**config.mk**
```make
export PLATFORM = sky130hd
export DESIGN_NAME = rl_pixel_run_decoder_unit
export DESIGN_NICKNAME = d
export VERILOG_FILES = /design/src/rtl/core/rlpd_pkg.sv /design/src/rtl/core/rlpd_cfg.sv /design/src/rtl/core/rlpd_decode.sv /design/src/rtl/core/rlpd_outbuf.sv /design/src/rtl/core/rl_pixel_run_decoder_unit.sv
export VERILOG_INCLUDE_DIRS = /design/src /design/src/rtl/core
export SDC_FILE = /design/constraint.sdc
export NUM_CORES = 1
export LEC_CHECK = 0
export BUFFER_PORTS_ARGS = -buffer_cell sky130_fd_sc_hd__clkbuf_2
export CAP_MARGIN = 20
export CORE_MARGIN = 2
export CORE_UTILIZATION = 40
export DETAILED_ROUTE_END_ITERATION = 12
export HOLD_SLACK_MARGIN = 0.15
export PLACE_DENSITY = 0.57
export REMOVE_ABC_BUFFERS = 1
export SLEW_MARGIN = 20
export SYNTH_ARGS = -nofsm -noshare
export SYNTH_HDL_FRONTEND = slang
export SYNTH_SLANG_ARGS = --single-unit
```
**constraint.sdc**
```tcl
create_clock -name aclk -period 20.6 [get_ports aclk]
set_clock_uncertainty 0.2 [all_clocks]
set_input_delay 1.03 -clock aclk [delete_from_list [all_inputs] [get_ports aclk]]
set_output_delay 1.03 -clock aclk [all_outputs]
set_load 0.02 [all_outputs]
```
**src/rtl/core/assert_macros.svh**
```systemverilog
// Assertion macros shared by the run-length pixel decoder modules.
// No dependencies; define ASSERT_OFF to compile the checks out.
`ifndef ASSERT_MACROS_SVH
`define ASSERT_MACROS_SVH
`ifndef ASSERT_OFF
`define ASSERT_ALWAYS(name, clk, rstn, expr) \
    name: assert property (@(posedge clk) disable iff (!(rstn)) (expr)) \
        else $error("assertion failed: expression does not hold");
`define ASSERT_IMPLIES(name, clk, rstn, ante, cons) \
    name: assert property (@(posedge clk) disable iff (!(rstn)) (ante) |-> (cons)) \
        else $error("assertion failed: same-cycle implication");
`define ASSERT_NEXT(name, clk, rstn, ante, cons) \
    name: assert property (@(posedge clk) disable iff (!(rstn)) (ante) |=> (cons)) \
        else $error("assertion failed: next-cycle implication");
`else
`define ASSERT_ALWAYS(name, clk, rstn, expr)
`define ASSERT_IMPLIES(name, clk, rstn, ante, cons)
`define ASSERT_NEXT(name, clk, rstn, ante, cons)
`endif
`endif

```
**src/rtl/core/rlpd_pkg.sv**
```systemverilog
// Types and constants of the run-length pixel decoder.
// No dependencies; imported by every module of the block.
package rlpd_pkg;

    localparam int MAX_BPP       = 4;
    localparam int PIX_CNT_BITS  = 24;
    localparam int CNT_W         = PIX_CNT_BITS + 1;
    localparam int PIX_W         = 8 * MAX_BPP;
    localparam int BPP_W         = 3;
    localparam int LEFT_W        = 8;
    localparam int POS_W         = $clog2(MAX_BPP);
    localparam int TDATA_OUT_W   = ((PIX_W + CNT_W + 7) / 8) * 8;
    localparam int ADDR_W        = 3;

    localparam logic [CNT_W-1:0]  PIX_CAP     = CNT_W'(1) << PIX_CNT_BITS;
    localparam logic [BPP_W-1:0]  BPP_RESET   = BPP_W'(MAX_BPP);
    localparam logic [7:0]        RUN_FLAG    = 8'h80;
    localparam logic [6:0]        RUN_MASK    = 7'h7f;
    localparam logic [LEFT_W-1:0] RUN_BIAS    = LEFT_W'(3);
    localparam logic [LEFT_W-1:0] LIT_BIAS    = LEFT_W'(1);

    localparam logic REG_BPP    = 1'b0;
    localparam logic REG_PIXCNT = 1'b1;

    typedef enum logic [1:0] {
        PH_MARKER,
        PH_RUN,
        PH_LITERAL
    } phase_t;

    typedef struct packed {
        logic [BPP_W-1:0] bpp;
        logic [CNT_W-1:0] pixel_count;
    } cfg_t;

    typedef struct packed {
        logic [PIX_W-1:0] pixel_value;
        logic [CNT_W-1:0] repeat_count;
        logic             zero_fill;
        logic             image_done;
    } result_t;

    typedef struct packed {
        logic [1:0] n;
        result_t    r0;
        result_t    r1;
    } res_pair_t;

endpackage

```
**src/rtl/core/rlpd_cfg.sv**
```systemverilog
// Configuration registers of the run-length pixel decoder, APB-style port.
// Depends on rlpd_pkg.
module rlpd_cfg
    import rlpd_pkg::*;
(
    input  logic              aclk,
    input  logic              aresetn,
    input  logic              psel,
    input  logic              penable,
    input  logic              pwrite,
    input  logic [ADDR_W-1:0] paddr,
    input  logic [31:0]       pwdata,
    output logic [31:0]       prdata,
    output logic              pready,
    output cfg_t              cfg
);

    logic [BPP_W-1:0] bpp_reg;
    logic [CNT_W-1:0] pixcnt_reg;
    logic             wr_en;

    assign pready = 1'b1;
    assign wr_en  = psel & penable & pwrite & pready;

    always_ff @(posedge aclk) begin
        if (!aresetn) begin
            bpp_reg    <= BPP_RESET;
            pixcnt_reg <= '0;
        end else if (wr_en) begin
            unique case (paddr[2])
                REG_BPP:    bpp_reg    <= pwdata[BPP_W-1:0];
                REG_PIXCNT: pixcnt_reg <= pwdata[CNT_W-1:0];
                default:    ;
            endcase
        end
    end

    always_comb begin
        unique case (paddr[2])
            REG_BPP:    prdata = 32'(bpp_reg);
            REG_PIXCNT: prdata = 32'(pixcnt_reg);
            default:    prdata = '0;
        endcase
    end

    assign cfg.bpp         = bpp_reg;
    assign cfg.pixel_count = pixcnt_reg;

endmodule

```
**src/rtl/core/rlpd_decode.sv**
```systemverilog
// Byte decoder: marker/pixel state and the results of one compressed byte.
// Depends on rlpd_pkg and assert_macros.svh.
`include "assert_macros.svh"
module rlpd_decode
    import rlpd_pkg::*;
(
    input  logic       aclk,
    input  logic       aresetn,
    input  cfg_t       cfg,
    input  logic       in_accept,
    input  logic [7:0] in_byte,
    input  logic       last_byte,
    output res_pair_t  res
);

    phase_t            phase_reg, phase_next;
    logic [POS_W-1:0]  pos_reg, pos_next;
    logic [PIX_W-1:0]  asm_reg, asm_next;
    logic [LEFT_W-1:0] left_reg, left_next;
    logic [CNT_W-1:0]  emitted_reg, emitted_next;
    logic              stopped_reg, stopped_next;

    logic [CNT_W-1:0]  limit;
    logic [BPP_W-1:0]  bpp_eff;
    logic              stop_now;
    logic [POS_W:0]    pos_inc;
    logic [PIX_W-1:0]  asm_or;
    logic              emit;
    logic [CNT_W-1:0]  remaining;
    logic [CNT_W-1:0]  cnt_raw;
    logic [CNT_W-1:0]  cnt_clip;
    logic [CNT_W-1:0]  emitted_upd;
    logic [CNT_W-1:0]  final_rem;
    logic [LEFT_W-1:0] left_dec;
    result_t           pix_res, fill_res, done_res;

    assign limit   = cfg.pixel_count[PIX_CNT_BITS] ? PIX_CAP : cfg.pixel_count;
    assign bpp_eff = (cfg.bpp == '0) ? BPP_W'(1)
                   : (cfg.bpp > BPP_W'(MAX_BPP)) ? BPP_W'(MAX_BPP) : cfg.bpp;

    assign stop_now  = stopped_reg | (emitted_reg >= limit);
    assign pos_inc   = {1'b0, pos_reg} + (POS_W+1)'(1);
    assign asm_or    = asm_reg | (PIX_W'(in_byte) << {pos_reg, 3'b000});
    assign emit      = !stop_now && (phase_reg != PH_MARKER)
                       && (BPP_W'(pos_inc) >= bpp_eff);
    assign remaining = limit - emitted_reg;
    assign cnt_raw   = (phase_reg == PH_RUN) ? CNT_W'(left_reg) : CNT_W'(1);
    assign cnt_clip  = (cnt_raw > remaining) ? remaining : cnt_raw;
    assign emitted_upd = emit ? emitted_reg + cnt_clip : emitted_reg;
    assign final_rem   = (limit > emitted_upd) ? limit - emitted_upd : '0;
    assign left_dec    = left_reg - LEFT_W'(1);

    // next state
    always_comb begin
        phase_next   = phase_reg;
        pos_next     = pos_reg;
        asm_next     = asm_reg;
        left_next    = left_reg;
        emitted_next = emitted_upd;
        stopped_next = stopped_reg;
        if (stop_now) begin
            stopped_next = 1'b1;
        end else begin
            unique case (phase_reg)
                PH_MARKER: begin
                    if ((in_byte & RUN_FLAG) != 8'h00) begin
                        left_next  = LEFT_W'(in_byte[6:0] & RUN_MASK) + RUN_BIAS;
                        phase_next = PH_RUN;
                    end else begin
                        left_next  = LEFT_W'(in_byte) + LIT_BIAS;
                        phase_next = PH_LITERAL;
                    end
                    pos_next = '0;
                    asm_next = '0;
                end
                PH_RUN, PH_LITERAL: begin
                    if (emit) begin
                        pos_next     = '0;
                        asm_next     = '0;
                        stopped_next = (emitted_upd >= limit);
                        if (phase_reg == PH_RUN) begin
                            left_next  = '0;
                            phase_next = PH_MARKER;
                        end else begin
                            left_next = left_dec;
                            if (left_dec == '0) begin
                                phase_next = PH_MARKER;
                            end
                        end
                    end else begin
                        pos_next = pos_inc[POS_W-1:0];
                        asm_next = asm_or;
                    end
                end
                default: phase_next = PH_MARKER;
            endcase
        end
        if (last_byte) begin
            phase_next   = PH_MARKER;
            pos_next     = '0;
            asm_next     = '0;
            left_next    = '0;
            emitted_next = '0;
            stopped_next = 1'b0;
        end
    end

    // results
    always_comb begin
        pix_res.pixel_value   = asm_or;
        pix_res.repeat_count  = cnt_clip;
        pix_res.zero_fill     = 1'b0;
        pix_res.image_done    = last_byte && (final_rem == '0);
        fill_res.pixel_value  = '0;
        fill_res.repeat_count = final_rem;
        fill_res.zero_fill    = 1'b1;
        fill_res.image_done   = 1'b1;
        done_res.pixel_value  = '0;
        done_res.repeat_count = '0;
        done_res.zero_fill    = 1'b0;
        done_res.image_done   = 1'b1;
        res.r0 = pix_res;
        res.r1 = fill_res;
        if (emit) begin
            res.n = (last_byte && (final_rem != '0)) ? 2'd2 : 2'd1;
        end else if (last_byte) begin
            res.r0 = (final_rem != '0) ? fill_res : done_res;
            res.n  = 2'd1;
        end else begin
            res.n = 2'd0;
        end
    end

    always_ff @(posedge aclk) begin
        if (!aresetn) begin
            phase_reg   <= PH_MARKER;
            pos_reg     <= '0;
            asm_reg     <= '0;
            left_reg    <= '0;
            emitted_reg <= '0;
            stopped_reg <= 1'b0;
        end else if (in_accept) begin
            phase_reg   <= phase_next;
            pos_reg     <= pos_next;
            asm_reg     <= asm_next;
            left_reg    <= left_next;
            emitted_reg <= emitted_next;
            stopped_reg <= stopped_next;
        end
    end

    `ASSERT_IMPLIES(a_pair_only_on_last, aclk, aresetn, res.n == 2'd2, last_byte)
    `ASSERT_IMPLIES(a_marker_pos_clear, aclk, aresetn, phase_reg == PH_MARKER, pos_reg == '0)
    `ASSERT_NEXT(a_last_clears, aclk, aresetn, in_accept && last_byte, emitted_reg == '0 && !stopped_reg)

endmodule

```
**src/rtl/core/rlpd_outbuf.sv**
```systemverilog
// Two-entry result buffer: takes up to two results per transaction, hands out one.
// Depends on rlpd_pkg and assert_macros.svh.
`include "assert_macros.svh"
module rlpd_outbuf
    import rlpd_pkg::*;
(
    input  logic      aclk,
    input  logic      aresetn,
    input  logic      in_valid,
    output logic      in_ready,
    input  res_pair_t res,
    output logic      out_valid,
    input  logic      out_ready,
    output result_t   out_res
);

    logic [1:0] cnt_reg, cnt_next;
    result_t    slot0_reg, slot0_next;
    result_t    slot1_reg, slot1_next;
    logic       pop;
    logic       wr;

    assign out_valid = (cnt_reg != 2'd0);
    assign pop       = out_valid & out_ready;
    assign in_ready  = (cnt_reg == 2'd0) || ((cnt_reg == 2'd1) && out_ready);
    assign wr        = in_valid & in_ready;
    assign out_res   = slot0_reg;

    always_comb begin
        cnt_next   = cnt_reg;
        slot0_next = slot0_reg;
        slot1_next = slot1_reg;
        if (wr) begin
            cnt_next   = res.n;
            slot0_next = res.r0;
            slot1_next = res.r1;
        end else if (pop) begin
            cnt_next   = cnt_reg - 2'd1;
            slot0_next = slot1_reg;
        end
    end

    always_ff @(posedge aclk) begin
        if (!aresetn) begin
            cnt_reg <= 2'd0;
        end else begin
            cnt_reg <= cnt_next;
        end
    end

    always_ff @(posedge aclk) begin
        slot0_reg <= slot0_next;
        slot1_reg <= slot1_next;
    end

    `ASSERT_ALWAYS(a_cnt_range, aclk, aresetn, cnt_reg != 2'd3)
    `ASSERT_IMPLIES(a_wr_when_drained, aclk, aresetn, wr, cnt_reg == 2'd0 || pop)
    `ASSERT_NEXT(a_pop_full, aclk, aresetn, cnt_reg == 2'd2 && pop, cnt_reg == 2'd1)

endmodule

```
**src/rtl/core/rl_pixel_run_decoder_unit.sv**
```systemverilog
// Run-length pixel decoder: one compressed byte per transaction in, pixel runs out.
// Latency: a result is offered on m_ the cycle after its byte is accepted.
// Throughput: one byte per cycle while m_tready is high; a final byte giving a pixel and a
// zero-fill result holds off the next byte, set by the single result port draining the buffer.
// Reset: synchronous, active low; clears decode state, bytes_per_pixel to 4.
// Depends on rlpd_pkg, rlpd_cfg, rlpd_decode, rlpd_outbuf.
module rl_pixel_run_decoder_unit
    import rlpd_pkg::*;
(
    input  logic                   aclk,
    input  logic                   aresetn,
    input  logic                   s_tvalid,
    output logic                   s_tready,
    input  logic [7:0]             s_tdata,   // [7:0] in_byte
    input  logic                   s_tlast,   // last_byte
    output logic                   m_tvalid,
    input  logic                   m_tready,
    output logic [TDATA_OUT_W-1:0] m_tdata,   // [31:0] pixel_value, [56:32] repeat_count
    output logic                   m_tuser,   // zero_fill
    output logic                   m_tlast,   // image_done
    input  logic                   psel,
    input  logic                   penable,
    input  logic                   pwrite,
    input  logic [ADDR_W-1:0]      paddr,
    input  logic [31:0]            pwdata,
    output logic [31:0]            prdata,
    output logic                   pready
);

    cfg_t      cfg;
    res_pair_t res;
    result_t   out_res;
    logic      in_accept;

    assign in_accept = s_tvalid & s_tready;

    rlpd_cfg u_cfg (
        .aclk    (aclk),
        .aresetn (aresetn),
        .psel    (psel),
        .penable (penable),
        .pwrite  (pwrite),
        .paddr   (paddr),
        .pwdata  (pwdata),
        .prdata  (prdata),
        .pready  (pready),
        .cfg     (cfg)
    );

    rlpd_decode u_decode (
        .aclk      (aclk),
        .aresetn   (aresetn),
        .cfg       (cfg),
        .in_accept (in_accept),
        .in_byte   (s_tdata),
        .last_byte (s_tlast),
        .res       (res)
    );

    rlpd_outbuf u_outbuf (
        .aclk      (aclk),
        .aresetn   (aresetn),
        .in_valid  (s_tvalid),
        .in_ready  (s_tready),
        .res       (res),
        .out_valid (m_tvalid),
        .out_ready (m_tready),
        .out_res   (out_res)
    );

    assign m_tdata = TDATA_OUT_W'({out_res.repeat_count, out_res.pixel_value});
    assign m_tuser = out_res.zero_fill;
    assign m_tlast = out_res.image_done;

endmodule

```
==> results.ini <==
[worst_setup_path]
timing.rr.start = u_cfg.pixcnt_reg[24]$_SDFFE_PN0P_
ff2ff_path_depth = 48
ff2ff_setup_slack_ps = 7060
cp-start-kind = flip-flop
critPathCaptureType = flip-flop
setup.worst_path.class = flip-flop to flip-flop
cpPeakStageDelay_ps = 640
crit_top_cell = a21o_1
arrival_ps = 13520
cp_slowest_cell = a22oi_2
required_ps = 20580
worstPathMaxFanout = 60
r2r_end = u_outbuf.out_res[13]$_DFFE_PP_

[synthesis]
syn_area_um2 = 14400
yosysSeqAreaShare = 0.314
async_flop_share = 0
yosys_most_used_dff = dfxtp_1
yosysTopAreaCell = edfxtp_1
yosys_warnings = 0
yosysMostFrequentCell = nor2_1
yosysUniqueCellTypes = 93
yosysTopAreaCellShare = 0.175
avgSynthCellArea_um2 = 7.86
ys_ff_latch = 184
synth-edff-count = 84
synth_area_leaders = edfxtp_1 (18%), dfxtp_1 (14%), a21oi_1 (6.8%), nor2_1 (6.1%), ha_1 (5.9%)
synth_cells = 1831
synth_common_cells = nor2_1 (234), a21oi_1 (195), nand2_1 (192)

[clock_tree]
clockBufferDepth = 2
cts_resized = 0
htree_levels = 4
cts_tree = done
root_buffer = clkbuf_16
clkTransAtPathRegs_ps = 80
cts_buffers = 17
holdBufCountCts = 0
clock-sinks = 184
cts_post_setup_buffers_inserted = 0
insertion_delay_ps = 460

[floorplan]
start_util = 0.406
core_um2 = 35500
die_h_um = 194
die_x_um = 194
rows = 69
io-pin-count = 152
dieArea_um2 = 37500

[global_routing]
grt_pass1_vias = 12489
grt_pass1_wl_mm = 71.0
antenna_found_initial = 1
gr-usage-all-layers = 0.238
grt_max_degree = 64
grt_overflow = 0

[route]
vias = 13696
drc = 0
post_drt_via_cell_ratio = 5.78
drtAntennaViolNets = 0
wirelength_mm = 45.2
wl_per_cell_um = 19.1
drt_iter0_markers = 1238
first_pass_iters = 6

[finish]
final_cells = 2369
fillers = 3632
drive_above_1_share = 0.123
antenna_cells = 0
area_growth_pct = 10.3
final_net_count = 2015
largest_reg_flops = 59

[place]
dp_hpwl_mm = 33.7
gp_congestion = 0.916
portBuffers = 127
place_inst = 2337

[timing]
slew-limit-headroom = 0.277
layout_min_cycle_time_ps = 13540
fin_crit_sh = 0.657
fin_tns_setup_ps = 0
final_hold_viol_count = 0
setup_violations = 0
fmax_ghz = 0.0738
worst-slew-pin-transition_ps = 1080
rsz0062_at_grt = no
slew_viol_final = 0

[flow_run]
drv_cap = 0

[min_path]
hold_path_class = flip-flop to flip-flop
min_to = u_cfg.pixcnt_reg[23]$_SDFFE_PN0P_
hp-start = u_cfg.pixcnt_reg[23]$_SDFFE_PN0P_
hold_depth = 2

[pwr]
irDropWorstVdd_mv = 0.0757
p_leak_uw = 0.00653
p_per_area_nw_per_um2 = 70.7

[run_status]
status = completed

[through the flow]
stage / util / worst slack [ps] / total power, µW / area [µm²] / hold WS, ps
floorplan: - / 8690 / 678 / 13900 / 232
global placement: 0.430 / 7310 / 781 / 15300 / 245
CTS: 0.447 / 7200 / 1130 / 15900 / 272
detailed placement: 0.430 / 7340 / 785 / 15300 / 256
global route: 0.447 / 6050 / 1180 / 15900 / 288
finish: 0.447 / 7060 / 1120 / 15900 / 267
[placed cells by master, fill, tap and decap left out, types with 38 or more instances in the layout]
| cell | count |
|---|---|
| inv_1 | 56 |
| ha_1 | 68 |
| xnor2_1 | 59 |
| edfxtp_1 | 84 |
| dfxtp_1 | 99 |
| nor2_1 | 233 |
| nand3_1 | 38 |
| clkbuf_2 | 127 |
| a21oi_1 | 195 |
| nand2_1 | 189 |
| o21ai_0 | 87 |
| nor3_1 | 43 |
| and2_1 | 39 |
[worst max path at each step]
stage                                          end  cells past startpoint                         startpoint  slack, ps
floorplan           u_outbuf.out_res[10]$_DFFE_PP_                     49  u_cfg.pixcnt_reg[24]$_SDFFE_PN0P_       8690
global placement    u_outbuf.out_res[13]$_DFFE_PP_                     48  u_cfg.pixcnt_reg[24]$_SDFFE_PN0P_       7310
detailed placement  u_outbuf.out_res[13]$_DFFE_PP_                     48  u_cfg.pixcnt_reg[24]$_SDFFE_PN0P_       7340
CTS                 u_outbuf.out_res[13]$_DFFE_PP_                     48  u_cfg.pixcnt_reg[24]$_SDFFE_PN0P_       7200
global route        u_outbuf.out_res[10]$_DFFE_PP_                     47  u_cfg.pixcnt_reg[24]$_SDFFE_PN0P_       6050
finish              u_outbuf.out_res[13]$_DFFE_PP_                     48  u_cfg.pixcnt_reg[24]$_SDFFE_PN0P_       7060
[layout make-up]
cell class	instances	area [µm²]	share of cell area
clock buffers	18	429	0.0270
clock inverters	14	186	0.0117
inverters	57	214	0.0135
multi-input cells	1492	9190	0.579
flip-flops and latches	184	4530	0.285
well taps	461	577	0.0363
repair buffers	143	756	0.0476
[critical path: cells and delay by family, from the launching register on]
kind                     cells  cell delay [ps]
buffers and inverters        1              590
AO/OA/AOI/OAI               25             6170
adder cells (fa/ha/maj)      5             1950
XOR/XNOR                     2              510
AND/OR/NAND/NOR             14             2810
flip-flops                   1              610
multiplexers                 1              320
[power breakdown]
group	internal (µW)	switching, µW	total, µW
sequential	439	17.9	457
combinational	101	219	320
clock	175	170	345
[cell families (layout without fill, tap and decap cells)]
logic type | after synthesis | in the layout | share of synthesized area
simple gates | 720 | 720 | 0.240
compound gates | 539 | 539 | 0.242
flops | 184 | 184 | 0.314
buf+inv | 184 | 232 | 0.0564
xor+xnor | 81 | 81 | 0.0493
fa+ha+maj | 79 | 79 | 0.0674
mux | 42 | 42 | 0.0307
other cells | 2 | 31 | 0.000522
[routing by layer]
| layer | global-route usage | up-vias | routed length, µm |
|---|---|---|---|
| met4 | 0.0704 | 2 | 1080 |
| met2 | 0.368 | 475 | 20000 |
| met3 | 0.0384 | 63 | 2770 |
| met5 | 0 | - | 9 |
| li1 | - | 6700 | - |
| met1 | 0.341 | 6456 | 21400 |
(Power assumes the default switching activity.)
